--- src/hw/rtl/meter_telegram_line_parser_top_defines.svh ---
// Assertion macros for the meter telegram line parser.
`ifndef METER_TELEGRAM_LINE_PARSER_TOP_DEFINES_SVH
`define METER_TELEGRAM_LINE_PARSER_TOP_DEFINES_SVH

// Same-cycle implication, checked outside reset.
`define MTLP_ASSERT_IMPLY(lbl, clk, rst, ante, cons, msg) \
   lbl: assert property (@(posedge clk) disable iff (rst) (ante) |-> (cons)) \
      else $error(msg);

// Next-cycle implication, checked outside reset.
`define MTLP_ASSERT_NEXT(lbl, clk, rst, ante, cons, msg) \
   lbl: assert property (@(posedge clk) disable iff (rst) (ante) |=> (cons)) \
      else $error(msg);

`endif

--- src/hw/rtl/mtlp_pkg.sv ---
// Types, constants and helper functions shared by the telegram line parser.
package mtlp_pkg;

   localparam int NUM_CODES  = 27;
   localparam int CODE_CHARS = 11;
   localparam int VALUE_BITS = 48;
   localparam int PROD_BITS  = VALUE_BITS + 10;

   localparam logic [VALUE_BITS-1:0] VALUE_MAX = '1;
   localparam logic [NUM_CODES-1:0]  STAR_MASK = 27'h007FFFE;

   localparam logic [7:0] CHAR_NEWLINE = 8'h0A;
   localparam logic [7:0] CHAR_NUL     = 8'h00;
   localparam logic [7:0] CHAR_SLASH   = 8'h2F;
   localparam logic [7:0] CHAR_BANG    = 8'h21;
   localparam logic [7:0] CHAR_OPEN    = 8'h28;
   localparam logic [7:0] CHAR_CLOSE   = 8'h29;
   localparam logic [7:0] CHAR_STAR    = 8'h2A;
   localparam logic [7:0] CHAR_POINT   = 8'h2E;
   localparam logic [7:0] CHAR_ZERO    = 8'h30;
   localparam logic [7:0] CHAR_NINE    = 8'h39;
   localparam logic [7:0] CHAR_UP_A    = 8'h41;
   localparam logic [7:0] CHAR_UP_F    = 8'h46;
   localparam logic [7:0] CHAR_LOW_A   = 8'h61;
   localparam logic [7:0] CHAR_LOW_F   = 8'h66;

   localparam logic [15:0] CRC_POLY = 16'hA001;
   localparam logic [15:0] CRC_INIT = 16'h0000;

   localparam logic [3:0] LINE_POS_MAX = 4'd15;
   localparam logic [2:0] HEX_DIGITS   = 3'd4;
   localparam logic [2:0] HEX_DONE     = 3'd5;
   localparam logic [1:0] FRAC_DIGITS  = 2'd3;

   typedef logic [CODE_CHARS*8-1:0] code_text_type;

   // Data codes, first character in the top byte, padded with '#'.
   localparam code_text_type CODE_TAB [NUM_CODES] = '{
      "0-0:96.14.0", "1-0:1.8.0##", "1-0:1.8.1##", "1-0:1.8.2##", "1-0:1.8.3##",
      "1-0:1.8.4##", "1-0:2.8.0##", "1-0:2.8.1##", "1-0:2.8.2##", "1-0:2.8.3##",
      "1-0:2.8.4##", "1-0:1.7.0##", "1-0:2.7.0##", "1-0:32.7.0#", "1-0:52.7.0#",
      "1-0:72.7.0#", "1-0:31.7.0#", "1-0:51.7.0#", "1-0:71.7.0#", "0-0:96.7.21",
      "0-0:96.7.9#", "1-0:32.32.0", "1-0:52.32.0", "1-0:72.32.0",
      "1-0:32.36.0", "1-0:52.36.0", "1-0:72.36.0"
   };

   localparam logic [3:0] CODE_LEN [NUM_CODES] = '{
      4'd11, 4'd9, 4'd9, 4'd9, 4'd9, 4'd9, 4'd9, 4'd9, 4'd9, 4'd9, 4'd9, 4'd9, 4'd9,
      4'd10, 4'd10, 4'd10, 4'd10, 4'd10, 4'd10, 4'd11, 4'd10,
      4'd11, 4'd11, 4'd11, 4'd11, 4'd11, 4'd11
   };

   typedef enum logic {
      KIND_FIELD   = 1'b0,
      KIND_VERDICT = 1'b1
   } result_kind_type;

   typedef struct packed {
      logic frozen;
      logic crc_match;
   } crc_status_type;

   typedef struct packed {
      logic point;
      logic bad;
      logic closed;
      logic open;
   } value_flags_type;

   typedef struct packed {
      result_kind_type       kind;
      logic [4:0]            field_id;
      logic [VALUE_BITS-1:0] value;
      logic [1:0]            scale_exp;
      logic                  checksum_ok;
   } result_item_type;

   function automatic logic [15:0] crc_byte(input logic [15:0] c, input logic [7:0] b);
      logic [15:0] r;
      r = c ^ {8'h00, b};
      for (int k = 0; k < 8; k++) begin
         r = r[0] ? ((r >> 1) ^ CRC_POLY) : (r >> 1);
      end
      return r;
   endfunction

   // Append one decimal digit, clamp at the maximum.
   function automatic logic [VALUE_BITS-1:0] sat_push(input logic [VALUE_BITS-1:0] v,
                                                      input logic [3:0] d);
      logic [VALUE_BITS+3:0] t;
      t = ({4'b0, v} << 3) + ({4'b0, v} << 1) + {{VALUE_BITS{1'b0}}, d};
      return (t[VALUE_BITS+3:VALUE_BITS] != 4'd0) ? VALUE_MAX : t[VALUE_BITS-1:0];
   endfunction

   function automatic logic [7:0] code_char(input int idx, input logic [3:0] pos);
      code_text_type txt;
      logic [7:0]    ch;
      txt = CODE_TAB[idx];
      ch  = 8'h00;
      for (int p = 0; p < CODE_CHARS; p++) begin
         if (pos == 4'(p)) begin
            ch = txt[(CODE_CHARS-1-p)*8 +: 8];
         end
      end
      return ch;
   endfunction

endpackage

--- src/hw/rtl/mtlp_crc.sv ---
// Running CRC-16 over the telegram and capture of the trailing hex checksum.
module mtlp_crc
   import mtlp_pkg::*;
(
   input  logic           clock,
   input  logic           reset,
   input  logic           in_fire,
   input  logic [7:0]     in_byte,
   output crc_status_type status
);

   logic [15:0] crc_ff, crc_in;
   logic        frozen_ff, frozen_in;
   logic [15:0] hex_ff, hex_in;
   logic [2:0]  cnt_ff, cnt_in;

   logic       hex_valid;
   logic [3:0] hex_val;

   always_comb begin
      hex_valid = 1'b0;
      hex_val   = in_byte[3:0];
      if (in_byte >= CHAR_ZERO && in_byte <= CHAR_NINE) begin
         hex_valid = 1'b1;
      end else if ((in_byte >= CHAR_UP_A && in_byte <= CHAR_UP_F) ||
                   (in_byte >= CHAR_LOW_A && in_byte <= CHAR_LOW_F)) begin
         hex_valid = 1'b1;
         hex_val   = in_byte[3:0] + 4'd9;
      end
   end

   always_comb begin
      crc_in    = crc_ff;
      frozen_in = frozen_ff;
      hex_in    = hex_ff;
      cnt_in    = cnt_ff;
      if (in_fire) begin
         priority if (in_byte == CHAR_NEWLINE) begin
            if (frozen_ff) begin
               // verdict given this item: start over
               crc_in    = CRC_INIT;
               frozen_in = 1'b0;
               hex_in    = 16'h0000;
               cnt_in    = 3'd0;
            end else begin
               crc_in = crc_byte(crc_ff, in_byte);
            end
         end else if (in_byte == CHAR_SLASH) begin
            crc_in    = crc_byte(CRC_INIT, in_byte);
            frozen_in = 1'b0;
            hex_in    = 16'h0000;
            cnt_in    = 3'd0;
         end else if (!frozen_ff) begin
            crc_in = crc_byte(crc_ff, in_byte);
            if (in_byte == CHAR_BANG) begin
               frozen_in = 1'b1;
               hex_in    = 16'h0000;
               cnt_in    = 3'd0;
            end
         end else if (cnt_ff < HEX_DIGITS) begin
            if (hex_valid) begin
               hex_in = {hex_ff[11:0], hex_val};
               cnt_in = cnt_ff + 3'd1;
            end else begin
               cnt_in = HEX_DONE;
            end
         end
      end
   end

   always_ff @(posedge clock) begin
      if (reset) begin
         crc_ff    <= CRC_INIT;
         frozen_ff <= 1'b0;
         hex_ff    <= 16'h0000;
         cnt_ff    <= 3'd0;
      end else begin
         crc_ff    <= crc_in;
         frozen_ff <= frozen_in;
         hex_ff    <= hex_in;
         cnt_ff    <= cnt_in;
      end
   end

   assign status.frozen    = frozen_ff;
   assign status.crc_match = (hex_ff == crc_ff);

endmodule

--- src/hw/rtl/mtlp_line.sv ---
// Data code match and value text decode for one telegram line.
module mtlp_line
   import mtlp_pkg::*;
#(
   parameter int VALUE_CHARS = 15
) (
   input  logic            clock,
   input  logic            reset,
   input  logic            in_fire,
   input  logic [7:0]      in_byte,
   output logic            line_hit,
   output result_item_type line_item
);

   localparam int TLW = $clog2(VALUE_CHARS + 2);
   localparam logic [TLW-1:0] TEXT_LIMIT = TLW'(VALUE_CHARS);

   logic [3:0]            pos_ff, pos_in;
   logic [NUM_CODES-1:0]  cand_ff, cand_in;
   logic [VALUE_BITS-1:0] acc_ff, acc_in;
   logic [1:0]            frac_ff, frac_in;
   value_flags_type       flags_ff, flags_in;
   logic                  stopped_ff, stopped_in;
   logic [TLW-1:0]        tlen_ff, tlen_in;

   logic       hit;
   logic [4:0] hit_id;
   logic       good;
   logic       star;
   logic [7:0] end_char;
   logic       is_digit;

   // First candidate whose code is complete wins.
   always_comb begin
      hit    = 1'b0;
      hit_id = 5'd0;
      for (int i = 0; i < NUM_CODES; i++) begin
         if (!hit && cand_ff[i] && CODE_LEN[i] <= pos_ff) begin
            hit    = 1'b1;
            hit_id = 5'(i);
         end
      end
   end

   assign good = flags_ff.open && flags_ff.closed && !flags_ff.bad && (tlen_ff <= TEXT_LIMIT);

   always_comb begin
      line_item.kind        = KIND_FIELD;
      line_item.field_id    = hit_id;
      line_item.value       = good ? acc_ff : '0;
      line_item.scale_exp   = (good && (stopped_ff || STAR_MASK[hit_id])) ?
                              (FRAC_DIGITS - frac_ff) : 2'd0;
      line_item.checksum_ok = 1'b0;
   end
   assign line_hit = hit;

   assign is_digit = (in_byte >= CHAR_ZERO) && (in_byte <= CHAR_NINE);

   always_comb begin
      pos_in     = pos_ff;
      cand_in    = cand_ff;
      acc_in     = acc_ff;
      frac_in    = frac_ff;
      flags_in   = flags_ff;
      stopped_in = stopped_ff;
      tlen_in    = tlen_ff;
      star       = 1'b0;
      end_char   = CHAR_CLOSE;
      if (in_fire) begin
         if (in_byte == CHAR_NEWLINE) begin
            pos_in     = 4'd0;
            cand_in    = '1;
            acc_in     = '0;
            frac_in    = 2'd0;
            flags_in   = '0;
            stopped_in = 1'b0;
            tlen_in    = '0;
         end else begin
            if (pos_ff != LINE_POS_MAX) begin
               for (int i = 0; i < NUM_CODES; i++) begin
                  if (pos_ff < CODE_LEN[i] && code_char(i, pos_ff) != in_byte) begin
                     cand_in[i] = 1'b0;
                  end
               end
               pos_in = pos_ff + 4'd1;
            end
            star     = |(cand_in & STAR_MASK);
            end_char = star ? CHAR_STAR : CHAR_CLOSE;

            priority if (in_byte == CHAR_OPEN) begin
               acc_in     = '0;
               frac_in    = 2'd0;
               tlen_in    = '0;
               stopped_in = 1'b0;
               flags_in   = '0;
               flags_in.open = 1'b1;
            end else if (!flags_ff.open) begin
               // outside any value text
            end else if (flags_ff.closed) begin
               if (in_byte == end_char) begin
                  flags_in.bad = 1'b1;
               end
            end else if (in_byte == end_char) begin
               flags_in.closed = 1'b1;
            end else begin
               if (tlen_ff <= TEXT_LIMIT) begin
                  tlen_in = tlen_ff + TLW'(1);
               end
               if (is_digit) begin
                  if (!flags_ff.point) begin
                     acc_in = sat_push(acc_ff, in_byte[3:0]);
                  end else if (star && frac_ff < FRAC_DIGITS && !stopped_ff) begin
                     acc_in  = sat_push(acc_ff, in_byte[3:0]);
                     frac_in = frac_ff + 2'd1;
                  end
               end else if (in_byte == CHAR_POINT || in_byte == CHAR_NUL) begin
                  // a second point or a NUL stops the digits; scaling waits for output
                  if (flags_ff.point || in_byte == CHAR_NUL) begin
                     stopped_in = stopped_ff || star;
                  end
                  flags_in.point = 1'b1;
               end else begin
                  flags_in.bad = 1'b1;
               end
            end
         end
      end
   end

   always_ff @(posedge clock) begin
      if (reset) begin
         pos_ff     <= 4'd0;
         cand_ff    <= '1;
         acc_ff     <= '0;
         frac_ff    <= 2'd0;
         flags_ff   <= '0;
         stopped_ff <= 1'b0;
         tlen_ff    <= '0;
      end else begin
         pos_ff     <= pos_in;
         cand_ff    <= cand_in;
         acc_ff     <= acc_in;
         frac_ff    <= frac_in;
         flags_ff   <= flags_in;
         stopped_ff <= stopped_in;
         tlen_ff    <= tlen_in;
      end
   end

endmodule

--- src/hw/rtl/mtlp_scale.sv ---
// Result stage: scales unit values to thousandths and holds the output item.
module mtlp_scale
   import mtlp_pkg::*;
(
   input  logic                  clock,
   input  logic                  reset,
   input  logic                  in_valid,
   output logic                  in_ready,
   input  result_item_type       in_item,
   output logic                  out_valid,
   input  logic                  out_ready,
   output result_kind_type       out_kind,
   output logic [4:0]            out_field_id,
   output logic [VALUE_BITS-1:0] out_value,
   output logic                  out_checksum_ok
);

   logic            s1_valid_ff, s1_valid_in;
   result_item_type s1_item_ff;
   logic            o_valid_ff, o_valid_in;
   result_kind_type o_kind_ff;
   logic [4:0]      o_id_ff;
   logic [VALUE_BITS-1:0] o_value_ff;
   logic            o_ok_ff;

   logic                  out_free;
   logic [PROD_BITS-1:0]  wide;
   logic [PROD_BITS-1:0]  prod;
   logic [VALUE_BITS-1:0] scaled;

   assign out_free = !o_valid_ff || out_ready;
   assign in_ready = !s1_valid_ff || out_free;

   always_comb begin
      s1_valid_in = s1_valid_ff;
      o_valid_in  = o_valid_ff;
      if (in_ready) begin
         s1_valid_in = in_valid;
      end
      if (out_free) begin
         o_valid_in = s1_valid_ff;
      end
   end

   // Multiply by 1, 10, 100 or 1000 with shifts and adds, clamp.
   assign wide = {{(PROD_BITS-VALUE_BITS){1'b0}}, s1_item_ff.value};
   always_comb begin
      unique case (s1_item_ff.scale_exp)
         2'd0:    prod = wide;
         2'd1:    prod = (wide << 3) + (wide << 1);
         2'd2:    prod = (wide << 6) + (wide << 5) + (wide << 2);
         default: prod = (wide << 10) - (wide << 4) - (wide << 3);
      endcase
      scaled = (prod[PROD_BITS-1:VALUE_BITS] != '0) ? VALUE_MAX : prod[VALUE_BITS-1:0];
   end

   always_ff @(posedge clock) begin
      if (reset) begin
         s1_valid_ff <= 1'b0;
         o_valid_ff  <= 1'b0;
      end else begin
         s1_valid_ff <= s1_valid_in;
         o_valid_ff  <= o_valid_in;
      end
   end

   always_ff @(posedge clock) begin
      if (in_ready && in_valid) begin
         s1_item_ff <= in_item;
      end
      if (out_free && s1_valid_ff) begin
         o_kind_ff  <= s1_item_ff.kind;
         o_id_ff    <= s1_item_ff.field_id;
         o_value_ff <= scaled;
         o_ok_ff    <= s1_item_ff.checksum_ok;
      end
   end

   assign out_valid       = o_valid_ff;
   assign out_kind        = o_kind_ff;
   assign out_field_id    = o_id_ff;
   assign out_value       = o_value_ff;
   assign out_checksum_ok = o_ok_ff;

endmodule

--- src/hw/rtl/meter_telegram_line_parser_top.sv ---
// A result passes the scale stage register and then the output register before it leaves on rsp.
// Throughput: one byte per cycle; req stalls only when both result registers are full and rsp is not ready.
// CRC, hex capture, code match and digit accumulate each finish in the cycle of the byte.
// Unit values are scaled to thousandths in the stage between the two result registers.
// Reset: synchronous, active high; clears CRC, capture, line state and result valids.
`include "meter_telegram_line_parser_top_defines.svh"

module meter_telegram_line_parser_top
   import mtlp_pkg::*;
#(
   parameter int VALUE_CHARS = 15
) (
   input  logic        clock,
   input  logic        reset,
   input  logic        req_tvalid,
   output logic        req_tready,
   input  logic [7:0]  req_tdata,   // [7:0] rx_byte
   output logic        rsp_tvalid,
   input  logic        rsp_tready,
   output logic [55:0] rsp_tdata,   // [4:0] field_id, [52:5] field_value, [53] checksum_ok
   output logic        rsp_tuser    // [0] result_kind
);

   logic            fire;
   logic            is_newline;
   crc_status_type  crc_status;
   logic            line_hit;
   result_item_type line_item;
   result_item_type res_item;
   logic            res_valid;
   logic            stage_ready;

   result_kind_type       out_kind;
   logic [4:0]            out_field_id;
   logic [VALUE_BITS-1:0] out_value;
   logic                  out_checksum_ok;

   assign req_tready = stage_ready;
   assign fire       = req_tvalid && req_tready;
   assign is_newline = (req_tdata == CHAR_NEWLINE);

   mtlp_crc u_crc (
      .clock   (clock),
      .reset   (reset),
      .in_fire (fire),
      .in_byte (req_tdata),
      .status  (crc_status)
   );

   mtlp_line #(
      .VALUE_CHARS (VALUE_CHARS)
   ) u_line (
      .clock     (clock),
      .reset     (reset),
      .in_fire   (fire),
      .in_byte   (req_tdata),
      .line_hit  (line_hit),
      .line_item (line_item)
   );

   // Verdict takes the line over any field match.
   always_comb begin
      res_item = line_item;
      if (crc_status.frozen) begin
         res_item.kind        = KIND_VERDICT;
         res_item.field_id    = 5'd0;
         res_item.value       = '0;
         res_item.scale_exp   = 2'd0;
         res_item.checksum_ok = crc_status.crc_match;
      end
   end
   assign res_valid = fire && is_newline && (crc_status.frozen || line_hit);

   mtlp_scale u_scale (
      .clock           (clock),
      .reset           (reset),
      .in_valid        (res_valid),
      .in_ready        (stage_ready),
      .in_item         (res_item),
      .out_valid       (rsp_tvalid),
      .out_ready       (rsp_tready),
      .out_kind        (out_kind),
      .out_field_id    (out_field_id),
      .out_value       (out_value),
      .out_checksum_ok (out_checksum_ok)
   );

   assign rsp_tdata = {2'b00, out_checksum_ok, out_value, out_field_id};
   assign rsp_tuser = out_kind;

   `MTLP_ASSERT_IMPLY(a_verdict_clean, clock, reset, rsp_tvalid && rsp_tuser, rsp_tdata[52:0] == 53'd0, "verdict item carries field data")
   `MTLP_ASSERT_IMPLY(a_field_clean, clock, reset, rsp_tvalid && !rsp_tuser, !rsp_tdata[53] && rsp_tdata[4:0] <= 5'd26, "field item malformed")
   `MTLP_ASSERT_NEXT(a_slash_unfreezes, clock, reset, fire && req_tdata == CHAR_SLASH, !crc_status.frozen, "slash left CRC frozen")
   `MTLP_ASSERT_NEXT(a_bang_freezes, clock, reset, fire && req_tdata == CHAR_BANG && !crc_status.frozen, crc_status.frozen, "bang did not freeze CRC")

endmodule

--- config.mk ---
export PLATFORM = sky130hd
export DESIGN_NAME = meter_telegram_line_parser_top
export DESIGN_NICKNAME = d
export VERILOG_FILES = /design/src/hw/rtl/mtlp_pkg.sv /design/src/hw/rtl/mtlp_crc.sv /design/src/hw/rtl/mtlp_line.sv /design/src/hw/rtl/mtlp_scale.sv /design/src/hw/rtl/meter_telegram_line_parser_top.sv
export VERILOG_INCLUDE_DIRS = /design/src /design/src/hw/rtl
export SDC_FILE = /design/constraint.sdc
export NUM_CORES = 1
export LEC_CHECK = 0
export BUFFER_PORTS_ARGS = -buffer_cell sky130_fd_sc_hd__buf_4
export CAP_MARGIN = 5
export CORE_MARGIN = 2
export CORE_UTILIZATION = 45
export CTS_CLUSTER_SIZE = 16
export DETAILED_ROUTE_END_ITERATION = 12
export GPL_TIMING_DRIVEN = 0
export PLACE_DENSITY = 0.7
export REMOVE_ABC_BUFFERS = 1
export SYNTH_ARGS = -nofsm -noshare
export SYNTH_HDL_FRONTEND = slang
export SYNTH_SLANG_ARGS = --single-unit
export TNS_END_PERCENT = 1
--- constraint.sdc ---
create_clock -name clock -period 9.1 [get_ports clock]
set_clock_uncertainty 0.1 [all_clocks]
set_input_delay 1.365 -clock clock [delete_from_list [all_inputs] [get_ports clock]]
set_output_delay 1.365 -clock clock [all_outputs]
set_load 0.01 [all_outputs]
# After elaboration in Yosys (flattened, before gate mapping)
# Memories as Yosys holds them, arrays and structs flattened.
# Cells that the tools add are included.
[totals]
memories = 1
reg_bits = 241
romBits = 32
[op_classes]
order_cmp = 16
n_eq_ne = 69
bitwise_logic = 19
muxes = 388
n_reduce_logical = 171
add_sub_neg = 13
[memory_table]
columns = ["name", "depth", "width", "read_ports", "rd_clocked_by_memory_dff", "wr", "line_no", "text"]
rows = [
  ["(name not given)", 32, 1, 1, 0, 0, "mtlp_line.sv:51", "line_item.scale_exp = (good && (stopped_ff || STAR_MASK[hit_id])) ?"],
]
[op_table]
columns = ["op", "count"]
rows = [
  ["two-way mux 8 bit", 201],
  ["two-way mux 48 bit", 10],
  ["two-way mux 16 bit", 27],
  ["inequality test 8 bit", 27],
  ["case mux 58 bit (3 select lines)", 1],
  ["two-way mux 5 bit", 31],
  ["two-way mux 27 bit", 4],
  ["adder 51 x 49 -> 52 bit", 2],
  ["logical AND 1 bit", 94],
  ["two-way mux 1 bit", 78],
  ["adder 58 x 50 -> 58 bit", 1],
  ["subtractor 58 x 51 -> 58 bit", 1],
  ["subtractor 58 x 52 -> 58 bit", 1],
  ["two-way mux 57 bit", 1],
  ["adder 54 x 53 -> 55 bit", 1],
  ["two-way mux 6 bit", 9],
  ["adder 52 x 4 -> 52 bit", 1],
  ["inverter 2 -> 3 bit", 15],
  ["== test 8 x 6 -> 1 bit (second input constant)", 4],
  ["zero test 1 bit", 30],
  ["inequality test 3 x 1 -> 1 bit (second input constant)", 10],
  ["two-way mux 3 bit", 9],
  ["AND reduction 3 bit", 9],
  ["two-way mux 2 bit", 12],
  ["other kinds (49)", 97],
]

# Depth between registers and ports, before layout
[depth]
word_depth = 113
mapped_depth = 30
mapped_depth_nobuf = 27

# Hierarchy
# From an unflattened synthesis, not the netlist that was laid out.
[hier_totals]
hier_cells = 3364
area_unflattened_um2 = 28295.9
[modules_own_cells]
columns = ["mod", "cells_each", "seq_area_each_um2", "n_inst", "area_each_um2"]
rows = [
  ["mtlp_scale", 1792, 3403.3, 1, 15919.0],
  ["mtlp_line", 1253, 1821.7, 1, 9616.7],
  ["mtlp_crc", 248, 720.7, 1, 2294.7],
  ["meter_telegram_line_parser_top", 71, 0.0, 1, 465.4],
]

# Worst setup path after synthesis
# Ideal clock, no wire load.
[synth_timing]
kind = "input-to-reg"
start = "input port req_tdata[7]"
end = "register u_scale.s1_item_ff[0] in the netlist's numbering, enable pin"
arrival_time_ps = 6761
setup_slack_ps = 1661
n_path_buf = 2
required_time_ps = 8422
stages = 6
path_cell_list = "clkbuf_1 > inv_1 > ha_1 > clkbuf_1 > nand4_1 > a311oi_1"
[synth_via]
elab_chain_cells = 4
[synth_lines]
columns = ["item", "line_no", "text"]
rows = [
  ["start: declaration", "meter_telegram_line_parser_top.sv:17", "input logic [7:0] req_tdata,"],
  ["== test 8 x 4 -> 1 bit", "meter_telegram_line_parser_top.sv:40", "assign is_newline = (req_tdata == CHAR_NEWLINE);"],
  ["logical AND 1 bit (2 in a row)", "meter_telegram_line_parser_top.sv:72", "assign res_valid = fire && is_newline && (crc_status.frozen || line_hit);"],
  ["logical AND 1 bit", "mtlp_scale.sv:68", "if (in_ready && in_valid) begin"],
  ["end signal: assignment", "mtlp_scale.sv:69", "s1_item_ff <= in_item;"],
  ["end: declaration", "mtlp_scale.sv:19", "result_item_type s1_item_ff;"],
]
# Every way passes these cells.
# A chain may end at the register's enable or synchronous reset.

# Worst setup path in the final report
[layout_timing]
start = "register u_scale.s1_item_ff[16] in the netlist's numbering"
end = "register u_scale.o_value_ff[44] (netlist: u_scale.out_value[44]), data pin"
[layout_via]
elab_chain_cells = 4
[layout_lines]
columns = ["item", "line_no", "text"]
rows = [
  ["subtractor 58 x 52 -> 58 bit / adder 54 x 53 -> 55 bit (equally long branches)", "mtlp_scale.sv:52, mtlp_scale.sv:51", ""],
  ["subtractor 58 x 51 -> 58 bit / adder 58 x 50 -> 58 bit (equally long branches)", "mtlp_scale.sv:52, mtlp_scale.sv:51", ""],
  ["case mux 58 bit (3 select lines) *", "mtlp_scale.sv:48", "unique case (s1_item_ff.scale_exp)"],
  ["nonzero test 10 bit", "mtlp_scale.sv:54", "scaled = (prod[PROD_BITS-1:VALUE_BITS] != '0) ? VALUE_MAX : prod[VALUE_BITS-1:0];"],
  ["end signal: assignment", "mtlp_scale.sv:74", "o_value_ff <= scaled;"],
  ["end: declaration", "mtlp_scale.sv:23", "logic [VALUE_BITS-1:0] o_value_ff;"],
]
# Every way passes the cells marked *; elsewhere a longest branch is shown, timed or not.

==> reports/metrics.csv <==
stage,metric,value,unit
run_status,run status,"complete, no violations",
cts,clock buffer depth,3,
pwr,Logic pwr share,11.6,%
critical_path,R2R Path Start,u_scale.s1_item_ff[16],
cts,TritonCTS clock tree,built,
drt,Detailed Route Iter0 Violations,2336,
pwr,Flop pwr share,44.4,%
finish,Syn-to-layout area delta,8.36,%
cts,PostCTS Resize Cnt,0,
pwr,worst ir drop on vdd,163,uV
logic_synthesis,Yosys cell types,93,
logic_synthesis,syn avg cell area,8.23,um2
logic_synthesis,Syn. warnings,0,
floorplan,Starting Density,45.5,%
hold_path,Worst Hold Endpoint,u_scale.out_field_id[1],
floorplan,Die Span Y,256,um
cts,clock root buffer,clkbuf_16,
critical_path,worst reg2reg path depth,27,
critical_path,Critical Path AT,8.19,ns
drt,DRT Pass-1 Iters,5,
drt,DRT Wirelength,78400,um
critical_path,CP Max Fanout,39,
critical_path,CP Depth,27,
timing,max_slew headroom,13.9,%
critical_path,worst path required time,9.30,ns
cts,# hold bufs at CTS,0,
critical_path,worst reg2reg setup slack,1.10,ns
critical_path,Worst Path Buf+Inv,2,
pwr,Switching Share,26.6,%
cts,total CTS buffers,28,
finish,fin nets,3885,
logic_synthesis,top_reg_cell synth,dfxtp_1,
grt,Congestion Overflow GR,0,
grt,largest net degree at the start of global routing,57,
cts,setup repair bufs after CTS,0,
logic_synthesis,fraction of registers with async set/reset,0,%
pwr,switching power total,0.000702,W
finish,FILL cells,6119,
timing,worst slew pin tran,1.29,ns
timing,Fin Setup TNS,0,ns
logic_synthesis,post-synthesis sequential area ratio,20.7,%
critical_path,worst reg2reg endpoint,u_scale.out_value[44],
grt,Tot GR Track Use,23.2,%
pwr,leakage power,13.1,nW
finish,final antenna diode count,0,
placed_design,I/O Buffers,68,
cts,Num Clock Sinks,241,
cts,H-tree depth,1,
logic_synthesis,"Cell Area, Synth",28700,um2
logic_synthesis,"EDFF count, synth",112,
hold_path,Hold Crit Depth,0,
placed_design,Final GP Congestion,0.955,
critical_path,Worst Setup Path Type,register to register,
timing,Fin. Hold Viols,0,
timing,RSZ-0062 raised after global routing,false,
drt,drt wl/cell,18.1,um
critical_path,"delay-heaviest family, CP",compound AO/OA/AOI/OAI gates,
run,Max-Cap Viols,0,
timing,Tmin final,8.00,ns
grt,vias in the first global route,24700,
hold_path,worst hold path type,register to register,
timing,Max Fclk,125,MHz
critical_path,crit start category,register,
drt,Antenna Violating Nets Remaining,0,
timing,Pins Over Slew Limit,0,
floorplan,Core Footprint,63100,um2
timing,setup violators final,0,
critical_path,Worst path most repeated cell,o21ai_0,
finish,"commonest cells after routing, fill and taps aside","364 x ha_1, 315 x a21oi_1, 257 x nand2_1",
finish,layout cells sized above 1,5.97,%
critical_path,crit path max-delay cell type,edfxtp_1,
pwr,Pint,0.00194,W
floorplan,total die area,65800,um2
timing,final period utilization,87.9,%
cts,later-pin clock latency in the skew report,0.61,ns
critical_path,Crit path largest cell delay,0.63,ns
logic_synthesis,Seq cells post-synth,241,
critical_path,crit path capture type,register,
pwr,Clk pwr share,44.0,%
drt,via total after detailed routing,26200,
hold_path,hold_sp,u_scale.s1_item_ff[52],
finish,"most common cell after layout, fill and taps aside",ha_1,
grt,first-pass GRT wire length,128000,um
placed_design,HPWL after DPL,61400,um
floorplan,row count,92,
cts,clock slew at reported path FFs,0.06,ns
grt,antenna violations before repair,0,
drt,Residual DRC,0,
logic_synthesis,Mapped Cells,3483,
floorplan,I/O pins,71,
pwr,Pwr per Cell Area,85.0,nW/um2
drt,vias per inst,6.04,
timing,hold_ws,0.317,ns
floorplan,Die Wd,256,um
[metal layers]
layer | vias to the layer above | track usage [%] | wire (um)
li1 | 12900 | - | -
met1 | 12300 | 32.9 | 36900
met2 | 809 | 38.0 | 35100
met3 | 127 | 1.97 | 4190
met4 | 0 | 6.27 | 2200
met5 | - | 0 | 0
[final cells by class]
class                      instances  area, um2  share of cell area (%)
clock buffer                      33        729                    2.35
tap                              846       1060                    3.41
timing repair buffer              88        891                    2.87
sequential                       241       5950                    19.1
inverter                         160        601                    1.93
clock inverter                    19        219                   0.705
multi-input combinational       2944      21600                    69.6
[power by group through the flow]
stage | clock [W] | sequential, W | combinational [W]
floorplan | 0 | 0.00119 | 0.000230
detailed placement | 0 | 0.00119 | 0.000302
global route | 0.00122 | 0.00117 | 0.000339
finish | 0.00116 | 0.00117 | 0.000307
global placement | 0 | 0.00120 | 0.000296
CTS | 0.00119 | 0.00117 | 0.000303
[flip-flops by register name, summed over array words and instances (netlist names), 2 cells and up]
register and flops:
u_scale.s1_item_ff 57, u_line.acc_ff 48, u_scale.out_value 48, u_line.cand_ff 27, u_crc.crc_ff 16, u_crc.hex_ff 16, u_line.tlen_ff 5, u_scale.out_field_id 5
u_line.flags_ff 4, u_line.pos_ff 4, u_crc.cnt_ff 3, u_line.frac_ff 2
[cells in the mapped netlist, types with 13 or more instances]
cell	n	share of area [%]
o21a_1	46	1.2
inv_1	155	2.0
nand2_1	257	3.4
a22oi_1	24	0.63
nor3_1	74	1.3
nand4_1	40	0.87
and2_1	68	1.5
xor2_1	97	3.0
a211o_1	20	0.61
a211oi_1	49	1.3
o21ai_1	42	0.73
fa_1	46	3.2
a21oi_1	317	5.5
o31ai_1	19	0.50
nand2b_1	46	1.0
or3_1	30	0.65
ha_1	364	16
a221oi_1	15	0.46
xnor2_1	186	5.7
clkbuf_1	104	1.4
nor2_1	256	3.4
o21ai_0	193	3.4
or2_2	13	0.28
mux2i_1	21	0.73
a21o_1	125	3.3
o22ai_1	19	0.41
buf_2	19	0.33
nor4_1	19	0.41
a31oi_1	65	1.4
dfxtp_1	129	9.0
nand3_1	69	1.2
edfxtp_1	112	12
and3_1	37	0.81
nor2b_1	45	0.98
o211ai_1	38	0.99
mux4_2	28	2.2
o21bai_1	48	1.3
[metrics by stage]
step | utilization, % | power, W | std cells | area, um2 | setup WS [ns]
floorplan | - | 0.00142 | 3345 | 28100 | 1.89
global placement | 47.1 | 0.00149 | 4259 | 29700 | -1.27
detailed placement | 47.8 | 0.00150 | 4279 | 30100 | 1.18
CTS | 49.3 | 0.00266 | 4331 | 31100 | 1.14
global route | 49.3 | 0.00274 | 4331 | 31100 | 0.706
finish | 49.3 | 0.00264 | 4331 | 31100 | 1.10
[logic make-up after synthesis]
| logic type | Yosys count | synth area share, % |
|---|---|---|
| AOI/OAI and AO/OA | 1176 | 26.7 |
| xor gates and xnor gates | 283 | 8.64 |
| adders and majority gates | 410 | 19.1 |
| buffers and inverters | 299 | 4.05 |
| DFF | 241 | 20.7 |
| muxes | 57 | 3.25 |
| other | 1 | 0.0131 |
| and+or+nand+nor | 1016 | 17.5 |
[worst max path at each step]
stage	slack (ns)	endpoint	start
finish	1.10	u_scale.out_value[44]	u_scale.s1_item_ff[16]
global route	0.71	u_scale.out_value[44]	u_scale.s1_item_ff[16]
CTS	1.14	u_scale.out_value[44]	u_scale.s1_item_ff[16]
detailed placement	1.18	u_scale.out_value[44]	u_scale.s1_item_ff[16]
global placement	-1.27	u_scale.s1_item_ff[50]	u_line.pos_ff[3]
floorplan	1.89	u_scale.s1_item_ff[0]	u_line.pos_ff[3]
Note: power is estimated with default switching activity, not from simulation.
